===== src/lxrg_pkg.sv =====
`timescale 1ns / 1ps
// ----------------------------------------------------------------------------
// Lagged XOR generator package
// Shared constants and the command and status types that pass between the
// controller and the datapath.
// ----------------------------------------------------------------------------
package lxrg_pkg;

  localparam int unsigned TABLE_DEPTH = 256;
  localparam int unsigned ADDR_W = $clog2(TABLE_DEPTH);
  localparam int unsigned WORD_W = 32;

  localparam logic [WORD_W-1:0] LCG_MUL = 32'd67397;
  localparam logic [WORD_W-1:0] LCG_ADD = 32'd7364893;

  localparam logic [ADDR_W-1:0] LAG_A = 8'd24;
  localparam logic [ADDR_W-1:0] LAG_B = 8'd55;
  localparam logic [ADDR_W-1:0] LAG_C = 8'd61;

  typedef struct packed {
    logic load_seed;
    logic seed_step;
    logic read_lags;
    logic read_third;
    logic write_draw;
  } cmd_t;

  typedef struct packed {
    logic seed_last;
    logic out_full;
  } status_t;

endpackage


===== src/lxrg_ctrl.sv =====
`timescale 1ns / 1ps
// ----------------------------------------------------------------------------
// Lagged XOR generator controller
// Sequences the seeding sweep and the three-step draw, and drives the input
// stall.
// ----------------------------------------------------------------------------
module lxrg_ctrl (
  input  logic             clk,
  input  logic             rst,
  input  logic             item_valid,
  input  logic             mode,
  output logic             item_stall,
  input  lxrg_pkg::status_t status,
  output lxrg_pkg::cmd_t    cmd
);

  typedef enum logic [2:0] {
    IDLE,
    SEED,
    READ_LAGS,
    READ_THIRD,
    WRITE_DRAW
  } state_t;

  state_t state;
  logic   accept;

  assign item_stall = (state != IDLE);
  assign accept     = item_valid && !item_stall;

  always_comb begin
    cmd            = '0;
    cmd.load_seed  = accept && !mode;
    cmd.seed_step  = (state == SEED);
    cmd.read_lags  = (state == READ_LAGS);
    cmd.read_third = (state == READ_THIRD);
    cmd.write_draw = (state == WRITE_DRAW) && !status.out_full;
  end

  always_ff @(posedge clk) begin
    if (rst) begin
      state <= IDLE;
    end else begin
      unique case (state)
        IDLE: begin
          if (accept) begin
            state <= mode ? READ_LAGS : SEED;
          end
        end
        SEED: begin
          if (status.seed_last) begin
            state <= IDLE;
          end
        end
        READ_LAGS: begin
          state <= READ_THIRD;
        end
        READ_THIRD: begin
          state <= WRITE_DRAW;
        end
        WRITE_DRAW: begin
          if (!status.out_full) begin
            state <= IDLE;
          end
        end
        default: begin
          state <= IDLE;
        end
      endcase
    end
  end

endmodule


===== config.mk =====
export PLATFORM = sky130hd
export DESIGN_NAME = lxrg_ctrl
export DESIGN_NICKNAME = d
export VERILOG_FILES = /design/src/lxrg_pkg.sv /design/src/lxrg_ctrl.sv
export SDC_FILE = /design/constraint.sdc
export NUM_CORES = 1
export LEC_CHECK = 0
export BUFFER_PORTS_ARGS = -buffer_cell sky130_fd_sc_hd__buf_4
export CORE_AREA = 2 2 39 41
export DETAILED_ROUTE_END_ITERATION = 12
export DIE_AREA = 0 0 41 43
export PLACE_DENSITY = 0.34
export SLEW_MARGIN = 25
export SYNTH_ARGS = -nofsm -noshare
export SYNTH_HDL_FRONTEND = slang
export SYNTH_SLANG_ARGS = --single-unit

===== constraint.sdc =====
create_clock -name clk -period 1.5 [get_ports clk]
set_input_delay 0.45 -clock clk [delete_from_list [all_inputs] [get_ports clk]]
set_output_delay 0.45 -clock clk [all_outputs]
set_load 0.01 [all_outputs]

==> flow_summary.json <==
{
  "die_area_um2": 1760,
  "fin_area_um2": 392,
  "yosysMostFrequentCell": "dfxtp_1",
  "maxCapViolCount": 0,
  "area_growth_pct": 113,
  "grt_overflow_total": 0,
  "tightest_slew_ns": 0.416,
  "path_cells": "inv_2 -> nand2_2 -> nor3b_2 -> buf_4",
  "ios": 12,
  "synth_area_um2": 184,
  "track_usage_pct": 7.42,
  "drive_above_1_share_pct": 70.7,
  "wl_met3_um": 48,
  "synth_top_area_share_pct": 32.7,
  "drt_iter0_markers": 0,
  "power_density_nw_per_um2": 889,
  "start_util_pct": 13.3,
  "die_h_um": 43,
  "nets": 48,
  "wl_met1_um": 246,
  "num_rows": 14,
  "synth_top_family_by_area": "simple AND/OR/NAND/NOR gates",
  "grt_pass1_wl_um": 793,
  "wl_met2_um": 276,
  "crit_slowest_cell": "dfxtp_4",
  "fmax_ghz": 0.674,
  "timing.critical_path.fanout_max": 6,
  "netlist-cell-type-count": 15,
  "grt_antenna_before_repair": 0,
  "min_period_ns": 1.48,
  "cts_buffers": 3,
  "synth-seq-cells": 3,
  "fin_tns_setup_ns": 0,
  "gp_congestion": 0.608,
  "relSlewSlack_pct": 72.2,
  "critPathMaxStageDelay_ns": 0.37,
  "muxShareOfSynthArea_pct": 0,
  "regMostFlops": "state",
  "cts_tree": "done",
  "fin_skew_ns": 0.00219,
  "ant_nets": 0,
  "irDropWorstVdd_uv": 306,
  "synth_fa_ha_area_share_pct": 0,
  "n_antenna_cell": 0,
  "synth_top_cell_by_area": "dfxtp_1",
  "port_buffers": 11,
  "yosys.area_share.simple_pct": 41.5,
  "synth_edf_count": 0,
  "status": "completed",
  "ctsRootBufferMaster": "clkbuf_4",
  "clkSinkCount": 3,
  "worstPathRequired_ns": 1.05,
  "wl_per_cell_um": 10.3,
  "largest_reg_flops": 3,
  "clockBufferDepth": 2,
  "wirelength_um": 587,
  "synth_compound_area_share_pct": 21.8,
  "die_w_um": 41,
  "clkSlewWorstSetupHoldPaths_ns": 0.04,
  "routed_via_density": 4.07,
  "top_layer_used": "met4",
  "firstDrtPassIters": 1,
  "p_leak_nw": 0.170,
  "setup_viol": 0,
  "hp-class": "in2reg",
  "synthArstFlopShare_pct": 0,
  "end_kind": "output pin",
  "synth.area.top_cells": "dfxtp_1 (33%), a311oi_2 (8.2%), and2_1 (6.8%), nor3b_2 (6.8%), a2111oi_1 (5.4%)",
  "final.period_utilization_pct": 98.8,
  "start_kind": "register",
  "postSynthCellCount": 23,
  "syn_area_per_cell_um2": 8.00,
  "path_class": "reg2out",
  "yosysWarnings": 0,
  "drc": 0,
  "insertion_delay_ns": 0.23,
  "core_um2": 1380,
  "hold_viol": 0,
  "dp_hpwl_um": 442,
  "yosysSeqAreaShare_pct": 32.7,
  "synthesis.nets": 29,
  "grt_pass1_vias": 205,
  "ys.flop_type": "dfxtp_1",
  "num_vias": 232,
  "top_regs": "state (3)",
  "htree_levels": 1,
  "place_area_um2": 302,
  "slew_viol_final": 0,
  "grt_max_degree": 7,
  "critPathArrivalTime_ns": 1.03,
  "rsz0062_at_grt": "yes",
  "synth-xor-area-share_pct": 0
}
-- cells in the final DEF, fill, tap and decap left out, types with 2 or more instances in the layout --
cell type  netlist  layout
buf_4            0      11
buf_6            0       3
nand3_1          2       2
a21oi_1          2       2
dfxtp_2          0       2
nor2_4           0       2
clkbuf_4         0       3
-- kinds of logic after synthesis --
kind of cell           Yosys count
AND/OR/NAND/NOR                 13
AO/OA/AOI/OAI                    5
buffers and inverters            2
flip-flops                       3
-- through the flow --
stage                     cells  hold slack, ns  util, %  setup WS (ns)  total power, mW
after CTS                    56           0.389     25.0     -0.0000699            0.337
final                        57           0.400     28.3         0.0173            0.348
after floorplan              23           0.476        -         0.0837            0.132
after global placement       52           0.555     21.8          0.126            0.181
after global routing         57           0.393     28.3        -0.0463            0.379
after detailed placement     52           0.550     21.8          0.110            0.180
-- what timing repair did --
action	in CTS	in global routing
buffers inserted	0	1
gates resized for setup	7	11
setup endpoints to repair	3	5
hold buffers	0	0
pin swaps	4	1
-- power breakdown --
group / switching, mW / leakage (nW) / total [mW] / internal (mW)
logic: 0.0489 / 0.129 / 0.114 / 0.0654
registers: 0.00757 / 0.0261 / 0.0939 / 0.0864
clock network: 0.0404 / 0.0150 / 0.140 / 0.0996
-- worst paths after layout --
| path | from | to | slack, ns | cells past startpoint |
|---|---|---|---|---|
| worst min register to register | state[2]$_SDFFE_PP0P_ | state[1]$_SDFFE_PP0P_ | 0.52 | 1 |
| worst min-delay path | rst | state[2]$_SDFFE_PP0P_ | 0.40 | 2 |
| worst max-delay path | state[2]$_SDFFE_PP0P_ | cmd[4] | 0.02 | 4 |
| worst max register to register | state[0]$_SDFFE_PP0P_ | state[0]$_SDFFE_PP0P_ | 0.30 | 4 |
-- layer usage --
layer	vias to the layer above	GRT usage (%)
li1	119	-
met1	101	8.01
met5	-	0
met4	0	8.00
met2	10	9.69
met3	2	3.14
-- worst max-delay path: cells and delay by family (launching register included) --
kind                   cells  cell delay, ns
buffers and inverters      2            0.22
flip-flops                 1            0.37
AND/OR/NAND/NOR            2            0.21
-- final cells by class --
cell class / instances / area (µm²)
inverters: 2 / 7.51
fillers: 162 / 992
well taps: 16 / 20.0
clock buffers: 4 / 26.3
repair buffers: 14 / 116
multi-input cells: 18 / 155
flip-flops and latches: 3 / 66.3
No activity file was read; power rests on OpenSTA's default activity.
